===== src/icmpe_pkg.sv =====
// Shared types and protocol constants for the ICMP echo responder.
package icmpe_pkg;

  // Frame header geometry.
  localparam int unsigned HDR_WORDS = 5;
  localparam int unsigned HDR_BYTES = 40;
  localparam int unsigned LANES     = 4;

  // Protocol field values.
  localparam logic [15:0] ETHERTYPE_IPV4    = 16'h0800;
  localparam logic [7:0]  IP_PROTO_ICMP     = 8'd1;
  localparam logic [7:0]  ICMP_ECHO_REQUEST = 8'd8;
  localparam logic [7:0]  ICMP_ECHO_REPLY   = 8'd0;
  localparam logic [7:0]  ICMP_CODE_ECHO    = 8'd0;

  // Full word byte count and the byte count of a patch word.
  localparam logic [3:0] FULL_BYTES  = 4'd8;
  localparam logic [3:0] PATCH_BYTES = 4'd2;

  // The five header words, word 0 first.
  typedef logic [HDR_WORDS-1:0][63:0] hdr_words_t;

  // One 16-bit chunk per checksum lane, lane 0 holds the top of the word.
  typedef logic [LANES-1:0][15:0] lane_chunks_t;

  // Verdict of the header check.
  typedef struct packed {
    logic        pass;
    logic [15:0] ip_csum;
  } hdr_eval_t;

endpackage


===== src/icmpe_lane.sv =====
// One checksum lane: keeps the valid bytes of a 16-bit chunk of the word.
module icmpe_lane (
  input  logic [1:0]  lane_idx_i,
  input  logic [15:0] chunk_i,
  input  logic [3:0]  byte_cnt_i,
  output logic [15:0] chunk_o
);

  logic [3:0] hi_pos;
  logic [3:0] lo_pos;
  logic       keep_hi;
  logic       keep_lo;

  // Byte positions of this chunk within the word, counted from the top.
  assign hi_pos  = {1'b0, lane_idx_i, 1'b0};
  assign lo_pos  = {1'b0, lane_idx_i, 1'b1};
  assign keep_hi = hi_pos < byte_cnt_i;
  assign keep_lo = lo_pos < byte_cnt_i;

  // Bytes beyond the count read as zero.
  assign chunk_o = {chunk_i[15:8] & {8{keep_hi}}, chunk_i[7:0] & {8{keep_lo}}};

endmodule


===== src/icmpe_merge.sv =====
// Merge stage: adds the lane chunks into the running ICMP sum and folds it.
module icmpe_merge (
  input  logic [15:0]                 sum_i,
  input  icmpe_pkg::lane_chunks_t     chunks_i,
  output logic [15:0]                 sum_o,
  output logic [63:0]                 word_o
);

  logic [18:0] total;
  logic [16:0] fold1;
  logic [16:0] fold2;

  // Wide sum of the running value and all four lanes.
  assign total = 19'(sum_i) + 19'(chunks_i[0]) + 19'(chunks_i[1])
               + 19'(chunks_i[2]) + 19'(chunks_i[3]);

  // Two end-around carry folds bring the sum back to 16 bits.
  assign fold1 = 17'(total[15:0]) + 17'(total[18:16]);
  assign fold2 = 17'(fold1[15:0]) + 17'(fold1[16]);
  assign sum_o = fold2[15:0];

  // Masked word, rebuilt from the lanes.
  assign word_o = {chunks_i[0], chunks_i[1], chunks_i[2], chunks_i[3]};

endmodule


===== src/icmpe_hdr.sv =====
// Header check and rewrite: filter, address swap and IP header checksum.
module icmpe_hdr (
  input  icmpe_pkg::hdr_words_t hold_i,
  input  logic [15:0]           ip_csum_i,
  output icmpe_pkg::hdr_eval_t  eval_o,
  output icmpe_pkg::hdr_words_t reply_o
);

  logic [63:0] w0;
  logic [63:0] w1;
  logic [63:0] w2;
  logic [63:0] w3;
  logic [63:0] w4;
  logic [19:0] ip_total;
  logic [16:0] ip_fold1;
  logic [16:0] ip_fold2;

  assign w0 = hold_i[0];
  assign w1 = hold_i[1];
  assign w2 = hold_i[2];
  assign w3 = hold_i[3];
  assign w4 = hold_i[4];

  // Filter on ethertype, IP protocol, ICMP type and ICMP code.
  assign eval_o.pass = (w1[31:16] == icmpe_pkg::ETHERTYPE_IPV4) &&
                       (w2[7:0] == icmpe_pkg::IP_PROTO_ICMP) &&
                       (w4[47:40] == icmpe_pkg::ICMP_ECHO_REQUEST) &&
                       (w4[39:32] == icmpe_pkg::ICMP_CODE_ECHO);

  // IP header sum over bytes 14 to 33 with the checksum field taken as zero.
  assign ip_total = 20'(w1[15:0]) + 20'(w2[63:48]) + 20'(w2[47:32])
                  + 20'(w2[31:16]) + 20'(w2[15:0]) + 20'(w3[47:32])
                  + 20'(w3[31:16]) + 20'(w3[15:0]) + 20'(w4[63:48]);
  assign ip_fold1 = 17'(ip_total[15:0]) + 17'(ip_total[19:16]);
  assign ip_fold2 = 17'(ip_fold1[15:0]) + 17'(ip_fold1[16]);
  assign eval_o.ip_csum = ~ip_fold2[15:0];

  // Reply words: MAC swap, IP swap, new checksum, echo reply type.
  assign reply_o[0] = {w0[15:0], w1[63:32], w0[63:48]};
  assign reply_o[1] = {w0[47:16], w1[31:0]};
  assign reply_o[2] = w2;
  assign reply_o[3] = {ip_csum_i, w3[15:0], w4[63:48], w3[47:32]};
  assign reply_o[4] = {w3[31:16], icmpe_pkg::ICMP_ECHO_REPLY, w4[39:32],
                       16'h0000, w4[15:0]};

endmodule


===== src/icmp_echo_responder.sv =====
// A streamed word appears at the output in the cycle after it is taken. The
// fifth header word starts the header check; on a pass the five reply header
// words leave one per cycle unless the output stalls, and input is held
// meanwhile. Streaming takes one word per cycle unless the output stalls; each
// reply frame ends with a checksum patch word. Reset clears all control state;
// the header store is not reset and is always filled before it is read.
module icmp_echo_responder #(
  parameter int unsigned MAX_FRAME_BYTES = 2048
) (
  input  logic        clk_i,
  input  logic        rst_ni,
  input  logic        in_valid_i,
  output logic        in_stall_o,
  input  logic [63:0] in_word_i,
  input  logic [3:0]  in_bytes_i,
  input  logic        in_last_i,
  output logic        out_valid_o,
  input  logic        out_stall_i,
  output logic [63:0] out_word_o,
  output logic [3:0]  out_bytes_o,
  output logic        out_frame_end_o,
  output logic        out_patch_o,
  output logic        out_run_end_o
);

  localparam int unsigned FB_W = $clog2(MAX_FRAME_BYTES + 9);
  localparam logic [FB_W-1:0] FB_MAX  = FB_W'(MAX_FRAME_BYTES);
  localparam logic [FB_W-1:0] FB_HDR  = FB_W'(icmpe_pkg::HDR_BYTES);
  localparam logic [FB_W-1:0] FB_STEP = FB_W'(8);
  localparam logic [2:0]      LAST_HDR = 3'(icmpe_pkg::HDR_WORDS - 1);
  localparam logic [2:0]      NUM_HDR  = 3'(icmpe_pkg::HDR_WORDS);

  // Sequencer states.
  localparam logic [1:0] ST_RUN   = 2'd0;
  localparam logic [1:0] ST_EVAL  = 2'd1;
  localparam logic [1:0] ST_HDR   = 2'd2;
  localparam logic [1:0] ST_PATCH = 2'd3;

  logic [1:0]              state_q, state_d;
  logic [2:0]              word_idx_q, word_idx_d;
  logic                    dropping_q, dropping_d;
  logic [15:0]             icmp_sum_q, icmp_sum_d;
  logic [FB_W-1:0]         fb_q, fb_d;
  logic                    last_hdr_q, last_hdr_d;
  logic [3:0]              cnt_hdr_q, cnt_hdr_d;
  logic [2:0]              hdr_k_q, hdr_k_d;
  logic [15:0]             ip_csum_q, ip_csum_d;
  icmpe_pkg::hdr_words_t   hold_q;

  logic                    out_valid_q, out_valid_d;
  logic [63:0]             out_word_q, out_word_d;
  logic [3:0]              out_bytes_q, out_bytes_d;
  logic                    out_frame_end_q, out_frame_end_d;
  logic                    out_patch_q, out_patch_d;
  logic                    out_run_end_q, out_run_end_d;

  logic                    load;
  logic                    accept;
  logic                    in_hdr;
  logic [3:0]              cnt_sat;
  logic [3:0]              cnt;
  logic                    over;
  logic [FB_W-1:0]         rem;
  logic [FB_W-1:0]         fb_next;
  logic [3:0]              allowed;
  logic [3:0]              lane_cnt;
  icmpe_pkg::lane_chunks_t raw_chunks;
  icmpe_pkg::lane_chunks_t kept_chunks;
  logic [15:0]             merged_sum;
  logic [63:0]             masked_word;
  icmpe_pkg::hdr_eval_t    hdr_eval;
  icmpe_pkg::hdr_words_t   reply_words;

  // Handshake: the output register takes a word when empty or drained.
  assign load       = !out_valid_q || !out_stall_i;
  assign in_stall_o = (state_q != ST_RUN) || !load;
  assign accept     = in_valid_i && !in_stall_o;

  // Byte count of the word: full unless last, capped at eight.
  assign cnt_sat = (in_bytes_i > icmpe_pkg::FULL_BYTES) ? icmpe_pkg::FULL_BYTES : in_bytes_i;
  assign cnt     = in_last_i ? cnt_sat : icmpe_pkg::FULL_BYTES;
  assign in_hdr  = word_idx_q < NUM_HDR;

  // Frame length cap: bytes past the limit are discarded.
  assign over    = fb_q >= FB_MAX;
  assign rem     = FB_MAX - fb_q;
  assign fb_next = ((fb_q + FB_STEP) > FB_MAX) ? FB_MAX : fb_q + FB_STEP;
  always_comb begin
    if (over) begin
      allowed = 4'd0;
    end else if (rem < FB_W'(cnt)) begin
      allowed = rem[3:0];
    end else begin
      allowed = cnt;
    end
  end
  assign lane_cnt = in_hdr ? cnt : allowed;

  // Checksum lanes, one per 16-bit chunk of the word.
  for (genvar g = 0; g < icmpe_pkg::LANES; g++) begin : g_lane
    assign raw_chunks[g] = in_word_i[63-16*g -: 16];
    icmpe_lane u_lane (
      .lane_idx_i (2'(g)),
      .chunk_i    (raw_chunks[g]),
      .byte_cnt_i (lane_cnt),
      .chunk_o    (kept_chunks[g])
    );
  end

  // Merge of the lanes into the running ICMP sum.
  icmpe_merge u_merge (
    .sum_i    (icmp_sum_q),
    .chunks_i (kept_chunks),
    .sum_o    (merged_sum),
    .word_o   (masked_word)
  );

  // Header check and reply header words.
  icmpe_hdr u_hdr (
    .hold_i    (hold_q),
    .ip_csum_i (ip_csum_q),
    .eval_o    (hdr_eval),
    .reply_o   (reply_words)
  );

  // Sequencer and output word selection.
  always_comb begin
    state_d         = state_q;
    word_idx_d      = word_idx_q;
    dropping_d      = dropping_q;
    icmp_sum_d      = icmp_sum_q;
    fb_d            = fb_q;
    last_hdr_d      = last_hdr_q;
    cnt_hdr_d       = cnt_hdr_q;
    hdr_k_d         = hdr_k_q;
    ip_csum_d       = ip_csum_q;
    out_valid_d     = out_valid_q;
    out_word_d      = out_word_q;
    out_bytes_d     = out_bytes_q;
    out_frame_end_d = out_frame_end_q;
    out_patch_d     = out_patch_q;
    out_run_end_d   = out_run_end_q;
    if (load) begin
      out_valid_d = 1'b0;
    end
    case (state_q)
      ST_RUN: begin
        if (accept) begin
          if (dropping_q) begin
            if (in_last_i) begin
              word_idx_d = 3'd0;
              dropping_d = 1'b0;
              icmp_sum_d = 16'd0;
              fb_d       = '0;
            end
          end else if (in_hdr) begin
            word_idx_d = word_idx_q + 3'd1;
            if (word_idx_q == LAST_HDR) begin
              last_hdr_d = in_last_i;
              cnt_hdr_d  = cnt;
              fb_d       = FB_HDR;
              state_d    = ST_EVAL;
            end else if (in_last_i) begin
              word_idx_d = 3'd0;
            end
          end else begin
            if (!over) begin
              fb_d = fb_next;
            end
            if ((allowed != 4'd0) || in_last_i) begin
              icmp_sum_d      = merged_sum;
              out_valid_d     = 1'b1;
              out_word_d      = masked_word;
              out_bytes_d     = allowed;
              out_frame_end_d = in_last_i;
              out_patch_d     = 1'b0;
              out_run_end_d   = !in_last_i;
              if (in_last_i) begin
                state_d = ST_PATCH;
              end
            end
          end
        end
      end
      ST_EVAL: begin
        if (hdr_eval.pass) begin
          ip_csum_d  = hdr_eval.ip_csum;
          icmp_sum_d = hold_q[LAST_HDR][15:0];
          hdr_k_d    = 3'd0;
          state_d    = ST_HDR;
        end else begin
          state_d = ST_RUN;
          if (last_hdr_q) begin
            word_idx_d = 3'd0;
            icmp_sum_d = 16'd0;
            fb_d       = '0;
          end else begin
            dropping_d = 1'b1;
          end
        end
      end
      ST_HDR: begin
        if (load) begin
          out_valid_d     = 1'b1;
          out_word_d      = reply_words[hdr_k_q];
          out_patch_d     = 1'b0;
          if (hdr_k_q == LAST_HDR) begin
            out_bytes_d     = cnt_hdr_q;
            out_frame_end_d = last_hdr_q;
            out_run_end_d   = !last_hdr_q;
            state_d         = last_hdr_q ? ST_PATCH : ST_RUN;
          end else begin
            out_bytes_d     = icmpe_pkg::FULL_BYTES;
            out_frame_end_d = 1'b0;
            out_run_end_d   = 1'b0;
            hdr_k_d         = hdr_k_q + 3'd1;
          end
        end
      end
      ST_PATCH: begin
        if (load) begin
          out_valid_d     = 1'b1;
          out_word_d      = {48'd0, ~icmp_sum_q};
          out_bytes_d     = icmpe_pkg::PATCH_BYTES;
          out_frame_end_d = 1'b0;
          out_patch_d     = 1'b1;
          out_run_end_d   = 1'b1;
          word_idx_d      = 3'd0;
          dropping_d      = 1'b0;
          icmp_sum_d      = 16'd0;
          fb_d            = '0;
          state_d         = ST_RUN;
        end
      end
      default: begin
        state_d = ST_RUN;
      end
    endcase
  end

  // Control registers.
  always_ff @(posedge clk_i or negedge rst_ni) begin
    if (!rst_ni) begin
      state_q     <= ST_RUN;
      word_idx_q  <= 3'd0;
      dropping_q  <= 1'b0;
      icmp_sum_q  <= 16'd0;
      fb_q        <= '0;
      out_valid_q <= 1'b0;
    end else begin
      state_q     <= state_d;
      word_idx_q  <= word_idx_d;
      dropping_q  <= dropping_d;
      icmp_sum_q  <= icmp_sum_d;
      fb_q        <= fb_d;
      out_valid_q <= out_valid_d;
    end
  end

  // Payload registers.
  always_ff @(posedge clk_i) begin
    last_hdr_q      <= last_hdr_d;
    cnt_hdr_q       <= cnt_hdr_d;
    hdr_k_q         <= hdr_k_d;
    ip_csum_q       <= ip_csum_d;
    out_word_q      <= out_word_d;
    out_bytes_q     <= out_bytes_d;
    out_frame_end_q <= out_frame_end_d;
    out_patch_q     <= out_patch_d;
    out_run_end_q   <= out_run_end_d;
  end

  // Header store, filled one word at a time.
  always_ff @(posedge clk_i) begin
    if (accept && !dropping_q && in_hdr) begin
      hold_q[word_idx_q] <= masked_word;
    end
  end

  assign out_valid_o     = out_valid_q;
  assign out_word_o      = out_word_q;
  assign out_bytes_o     = out_bytes_q;
  assign out_frame_end_o = out_frame_end_q;
  assign out_patch_o     = out_patch_q;
  assign out_run_end_o   = out_run_end_q;

endmodule


===== config.mk =====
export PLATFORM = sky130hd
export DESIGN_NAME = icmp_echo_responder
export DESIGN_NICKNAME = d
export VERILOG_FILES = /design/src/icmpe_pkg.sv /design/src/icmpe_lane.sv /design/src/icmpe_merge.sv /design/src/icmpe_hdr.sv /design/src/icmp_echo_responder.sv
export SDC_FILE = /design/constraint.sdc
export NUM_CORES = 1
export LEC_CHECK = 0
export ABC_AREA = 1
export BUFFER_PORTS_ARGS = -buffer_cell sky130_fd_sc_hd__buf_2
export CAP_MARGIN = 10
export CORE_ASPECT_RATIO = 1.1
export CORE_MARGIN = 2
export CORE_UTILIZATION = 50
export DETAILED_ROUTE_END_ITERATION = 10
export PLACE_DENSITY = 0.7
export SYNTH_ARGS = -nofsm -noshare
export SYNTH_HDL_FRONTEND = slang
export SYNTH_SLANG_ARGS = --single-unit
export TNS_END_PERCENT = 20

===== constraint.sdc =====
create_clock -name clk_i -period 8.9 [get_ports clk_i]
set_input_delay 0.445 -clock clk_i [delete_from_list [all_inputs] [get_ports clk_i]]
set_output_delay 0.445 -clock clk_i [all_outputs]
set_load 0.02 [all_outputs]

==> metrics.md, run 1 <==
| Metric | Value |
|---|---|
| Outcome | finished with violations |
| Failing checks | setup timing |
| GR Overflow Total | 0 |
| DIE AREA | 52800 sq um |
| Global-route wire length before repair | about 120000 um |
| Clk_lat worst skew | 0.60 ns |
| Num CTS Buffers | 45 |
| Syn. warnings | 0 |
| Clock Tree Buf Depth | 3 |
| Synth Area in Simple Gates | 0.1645 |
| Post-synth EDFFs | 383 |
| Final nets | 3349 |
| Root Buffer | clkbuf_16 |
| Most frequent cells in the layout | inv_1 (441), nand2_1 (398), edfxtp_1 (383) |
| Starting density of the core | 0.5072 |
| Clock Sinks | 415 |
| Buffers on Ports | 145 |
| Die width | 219.3 um |
| N_diodes | 0 |
| Max-Cap Viols | 0 |
| Layout cells sized above 1 | 0.2490 |
| Clock transition at path regs | roughly 0.06 ns |
| Layout fillers | approximately 4.0k |
| Final Setup Violations | 10 |
| Worst slew pin tran | 1.174 ns |
| FF/Latch Area | 12300 sq um |
| Post-Route WL | 82590 um |
| Mapped Avg Cell Area | 9.714 sq um |
| Max Freq | 106.2 MHz |
| Number of routed nets with antenna violations | 0 |
| Ports | 146 |
| Setup WS post-layout | -0.5204 ns |
| Commonest non-fill, non-tap cell in the layout | inv_1 |
| Distinct cell type count after synthesis | 66 |
| Final design utilization | 0.6251 |
| DR WL/cell | roughly 22 um |
| Hold_ws | 0.1607 ns |
| Tcrit/Tclk final | 1.058 |
| H-tree depth | 2 |
| Compound-Gate Fraction of Synth Area | 0.09631 |
| Setup crit end kind | flip-flop |
| Synthesized-area fraction occupied by adder cells | 0.1471 |
| Gr usage total | 0.3115 |
| Die height | around 240 um |
| Crit-path max FO | 5 |
| Post-synthesis mux area share | 0 |
| Routability congestion estimate | 0.9966 |
| Via count | 21.33k |
| Post-synth net total | just under 3k |
| Largest net degree at the start of global routing | 88 |
| Crit Path Category | flip-flop to flip-flop |
| Relative slew slack | 0.2111 |
| Synth async-reset ratio | 0.07711 |
| Class of the worst hold path | primary input to flip-flop |
| Final Instance Area | 31410 sq um |
| Remaining DRCs | 0 |
| RSZ-0062 raised after global routing | yes |
| Via density | 5.684 |
| Largest family of logic cells by synthesized area | simple AND/OR/NAND/NOR gates |
| CP required | 9.37 ns |
| Core Rows | 86 |
| Placed cell area | 28570 sq um |
| Startpoint types | flip-flop |
| Setup WS pre-CTS | -0.7700 ns |
| Vias in the first global route | around 21k |
| Register area share after synthesis | 0.4826 |
| DRT iter0 DRCs | 2388 |
| Mapped cell area | 25490 sq um |
| Seq cells post-synth | 415 |
| DRT Pass-1 Iters | 6 |
| Top FF cell, synth | edfxtp_1 |
| Cells after Synth | between 2k and 3k |
| Critical-path top delay cell | fa_1 |
| Xor and xnor area share after synthesis | 0.02719 |
| Area grow syn2layout | 23.24% |
| Critical path arrival | 9.89 ns |
| Final Skew | 0.02567 ns |
| Initial antenna violation count | 2 |
| Area of the multi-input gates | 11880 sq um |
| Hold Vio Cnt, Final | 0 |
| TritonCTS clock tree | done |
| Critical Path Max Stage Delay | 0.52 ns |
| Core area | about 50000 sq um |
| Final min period | between 9 and 10 ns |
| Crit-path most repeated cell | nand2_2 |
| Slew Viols, Final | 0 |
| Post-DP HPWL | 59420 um |
==> registers in the layout (all words and copies together), names as in the netlist, 3 cells and up <==
register and cells:
out_bytes_o 4, fb_q 9, icmp_sum_q 16, word_idx_q 3, ip_csum_q 16, hold_q 288, hdr_k_q 3, out_word_o 64
cnt_hdr_q 4
==> worst paths after layout <==
| path | start | cells after the start | slack [ns] | to |
|---|---|---|---|---|
| min in group asynchronous | rst_ni | 2 | 0.51 | fb_q[6] |
| hold / removal | in_word_i[46] | 3 | 0.16 | out_word_o[46] |
| max in group asynchronous | rst_ni | 2 | 7.85 | icmp_sum_q[9] |
| setup reg to reg | fb_q[3] | 63 | -0.52 | icmp_sum_q[14] |
| setup / recovery | fb_q[3] | 63 | -0.52 | icmp_sum_q[14] |
| hold reg to reg | icmp_sum_q[9] | 2 | 0.55 | icmp_sum_q[9] |
==> kinds of logic after synthesis <==
logic type | count (synthesis)
and+or+nand+nor | 939
buffers and inverters | 548
AOI/OAI and AO/OA | 433
DFF | 415
adders and majority gates | 221
xor gates and xnor gates | 68
==> repair_timing <==
| action | 4_1_cts | 5_1_grt |
|---|---|---|
| buffers inserted | 58 | 17 |
| hold buffers | 1 | 0 |
| resized for setup | 70 | 101 |
| setup endpoints to repair | 19 | 27 |
| endpoints found under the hold margin | 32 | 0 |
| pin swaps | 25 | 81 |
==> layer usage <==
metal | part of all wire | vias to the layer above | wire [um] | GRT usage
met1 | 0.37 | 10240 | 30290 | 0.3991
li1 | - | 9581 | - | -
met3 | 0.11 | 245 | 9385 | 0.07599
met4 | 0.053 | 4 | 4349 | 0.1427
met2 | 0.47 | 1253 | 38530 | 0.5018
met5 | 0.00036 | - | 30 | 0
==> stage by stage <==
stage / instances / setup TNS [ns]
after floorplan: 2624 / 0
after global placement: 3593 / -3.769
after detailed placement: 3593 / -8.518
after CTS: 3735 / -0.5067
after global routing: 3752 / -15.73
final: 3752 / -3.926
==> synthesized netlist by cell type (3+ instances only) <==
cell type	count	area, sq um
nor2_1	238	893.4
edfxtp_1	383	11500
a221oi_1	6	52.55
o211ai_1	5	37.54
dfrtp_1	32	800.8
nor2_4	5	56.30
buf_1	7	26.28
o21ai_1	8	40.04
nor2_2	17	106.4
o21ai_0	175	875.8
nor3_1	16	80.08
buf_6	3	33.78
a32oi_1	10	87.58
xor2_4	4	110.1
ha_1	90	1126
xnor2_1	24	210.2
nor4_1	9	56.30
a21oi_1	123	615.6
clkbuf_1	52	195.2
nand2_1	423	1588
fa_1	131	2623
inv_1	460	1727
xor2_1	37	324.1
buf_4	3	22.52
o22ai_1	60	375.4
nand3_4	4	70.07
nand2_2	25	156.4
buf_2	6	30.03
nand3_2	7	70.07
inv_2	13	48.80
nand3_1	134	670.6
clkinv_1	4	15.01
a31oi_1	12	75.07
xor2_2	3	48.80
nand4_1	45	281.5
o21bai_1	12	90.09
==> final cells by class <==
| type | instances | share of cell area |
|---|---|---|
| sequential | 415 | 0.3916 |
| multi-input combinational | 1661 | 0.3783 |
| timing repair buffer | 455 | 0.09786 |
| inverter | 477 | 0.05731 |
| clock buffer | 53 | 0.03816 |
| tap | 660 | 0.02629 |
| clock inverter | 31 | 0.01051 |
==> critical path, delay by kind of cell (launching register included) <==
family                   cells  cell delay, ns
adder cells (fa/ha/maj)      8            2.52
buffers and inverters       11            0.97
flip-flops                   1            0.40
AND/OR/NAND/NOR             31            3.56
AO/OA/AOI/OAI               11            1.60
XOR/XNOR                     2            0.25
Power of run 1 is not shown: default switching activity piles up to over one toggle a cycle in this logic, so the estimate is an artifact.
==> run 2: changes to the inputs <==
Settings changed: PLACE_DENSITY 0.7 to 0.67.
Clock period 8.9 ns to 11.8 ns, I/O delays scaled along.
==> metrics.md, run 2 (same netlist as run 1, synthesis figures left out) <==
| Metric | Value |
|---|---|
| Global-route wire length before repair | 117000 um (-4.6%) |
| Sum of negative setup slack | 0 ns (+3.926 ns) |
| Final design utilization | 0.5641 (-0.06108) |
| Clock Sinks | 415 (unchanged) |
| Root Buffer | clkbuf_16 |
| DR WL/cell | 22.67 um (+3.0%) |
| CP required | 12.31 ns (+2.94 ns) |
| Setup crit end kind | flip-flop |
| Largest net degree at the start of global routing | 73 (-17%) |
| GR Overflow Total | 0 (unchanged) |
| Final min period | 10.73 ns (+1.312 ns) |
| Relative slew slack | 0.2251 (+0.01402) |
| Gr usage total | 0.2998 (-0.01165) |
| Num CTS Buffers | 45 (unchanged) |
| Clock transition at path regs | 0.06 ns (about the same) |
| Vias in the first global route | 19.50k (-8.4%) |
| Hold Vio Cnt, Final | 0 (unchanged) |
| Routability congestion estimate | 0.9551 (-4.2%) |
| Die height | 240.8 um (unchanged) |
| TritonCTS clock tree | done |
| Tcrit/Tclk final | 0.9096 (-0.1489) |
| Startpoint types | flip-flop |
| RSZ-0062 raised after global routing | no |
| Commonest non-fill, non-tap cell in the layout | inv_1 |
| Clock Tree Buf Depth | 3 (unchanged) |
| Final Skew | 0.01510 ns (-0.01056 ns) |
| Clk_lat worst skew | 0.58 ns (-0.02 ns) |
| Post-Route WL | 78550 um (-4.9%) |
| Initial antenna violation count | 2 (unchanged) |
| Ports | 146 (unchanged) |
| Crit Path Category | flip-flop to flip-flop |
| Area of the multi-input gates | 11130 sq um (-6.4%) |
| Class of the worst hold path | primary input to async pin |
| Reg-to-Reg Start | fb_q[3] |
| Worst r2r dst | icmp_sum_q[14] |
| Critical path arrival | 11.24 ns (+1.35 ns) |
| DRT iter0 DRCs | 2073 (-13%) |
| Max-Cap Viols | 0 (unchanged) |
| Final Setup Violations | 0 (-10) |
| Number of routed nets with antenna violations | 0 (unchanged) |
| Layout fillers | 4351 (+8.9%) |
| Final nets | 3068 (-8.4%) |
| Max FFs per register | 288 (unchanged) |
| DRT Pass-1 Iters | 6 (unchanged) |
| Starting density of the core | 0.5072 (unchanged) |
| Via density | 5.734 (+0.87%) |
| Core area | 50250 sq um (unchanged) |
| Critical Path Max Stage Delay | 0.53 ns (about the same) |
| DIE AREA | 52800 sq um (unchanged) |
| Crit-path most repeated cell | nand2_1 |
| Die width | 219.3 um (unchanged) |
| FF/Latch Area | 12300 sq um (unchanged) |
| Slew Viols, Final | 0 (unchanged) |
| Layout cells sized above 1 | 0.1226 (-0.1264) |
| Worst slew pin tran | 1.152 ns (-0.02188 ns) |
| Most frequent cells in the layout | inv_1 (457), nand2_1 (423), edfxtp_1 (383) |
| Core Rows | 86 (unchanged) |
| Largest Register | hold_q |
| Area grow syn2layout | 11.20% |
| R2R Setup Slk | 1.07 ns (+1.59 ns) |
| Crit-path max FO | 10 (+5) |
| Outcome | complete, no violations |
| Critical-path top delay cell | fa_1 |
| Postcts setup bufs | 0 (-100%) |
| H-tree depth | 2 (unchanged) |
| Via count | 19.87k (-6.8%) |
| Max Freq | 93.17 MHz (-12%) |
| N_diodes | 0 (unchanged) |
| Post-DP HPWL | 58200 um (-2.0%) |
| Reg2Reg Depth | 64 (+1.6%) |
| Buffers on Ports | 145 (unchanged) |
| Remaining DRCs | 0 (unchanged) |
[run 2: critical path: cells and delay by family (launching register included)]
family | cells | cell delay (ns)
AO/OA/AOI/OAI | 6 | 1.03
flip-flops | 1 | 0.41
adder cells (fa/ha/maj) | 10 | 3.16
buffers and inverters | 12 | 1.21
XOR/XNOR | 2 | 0.53
AND/OR/NAND/NOR | 34 | 4.29
[run 2: routing by layer]
layer | global-route usage | vias to the layer above | wire, um
met5 | 0 | - | 16
li1 | - | 9032 | -
met3 | 0.04915 | 178 | 7244
met1 | 0.4123 | 9604 | 31640
met4 | 0.1188 | 2 | 3339
met2 | 0.4779 | 1051 | 36310
[run 2: layout make-up]
class / count / share of cell area
Clock buffer: 52 / 0.04066
Multi-Input combinational cell: 1661 / 0.3926
Sequential cell: 415 / 0.4340
Clock inverter: 26 / 0.007107
Tap cell: 660 / 0.02913
Inverter: 477 / 0.06326
Timing Repair Buffer: 174 / 0.03328
[run 2: how the worst max path moves through the flow]
| stage | start | endpoint | slack [ns] | cells past startpoint |
|---|---|---|---|---|
| after floorplan | in_bytes_i[3] | icmp_sum_q[14] | 2.54 | 67 |
| after global placement | in_last_i | icmp_sum_q[14] | 1.18 | 66 |
| after detailed placement | in_last_i | icmp_sum_q[14] | 0.72 | 64 |
| after CTS | fb_q[3] | icmp_sum_q[14] | 1.03 | 63 |
| after global routing | fb_q[3] | icmp_sum_q[15] | 0.03 | 64 |
| final | fb_q[3] | icmp_sum_q[14] | 1.07 | 64 |
[run 2: timing repair]
item,in CTS,in global routing
resized for setup,0,1
setup endpoints to repair,0,4
hold buffers,0,0
endpoints found under the hold margin,0,0
[run 2: metrics by stage]
step           cells  hold WS (ns)  cell area [sq um]  setup slack, ns
2_1_floorplan   2624        0.2944              25490            2.536
3_3_place_gp    3387        0.5225              26990            1.176
3_5_place_dp    3387        0.5243              26990           0.7231
4_1_cts         3465        0.1145              28340            1.028
5_1_grt         3465        0.1538              28340          0.03208
6_report        3465       0.09832              28340            1.067
Power of run 2 is left out for the same reason.
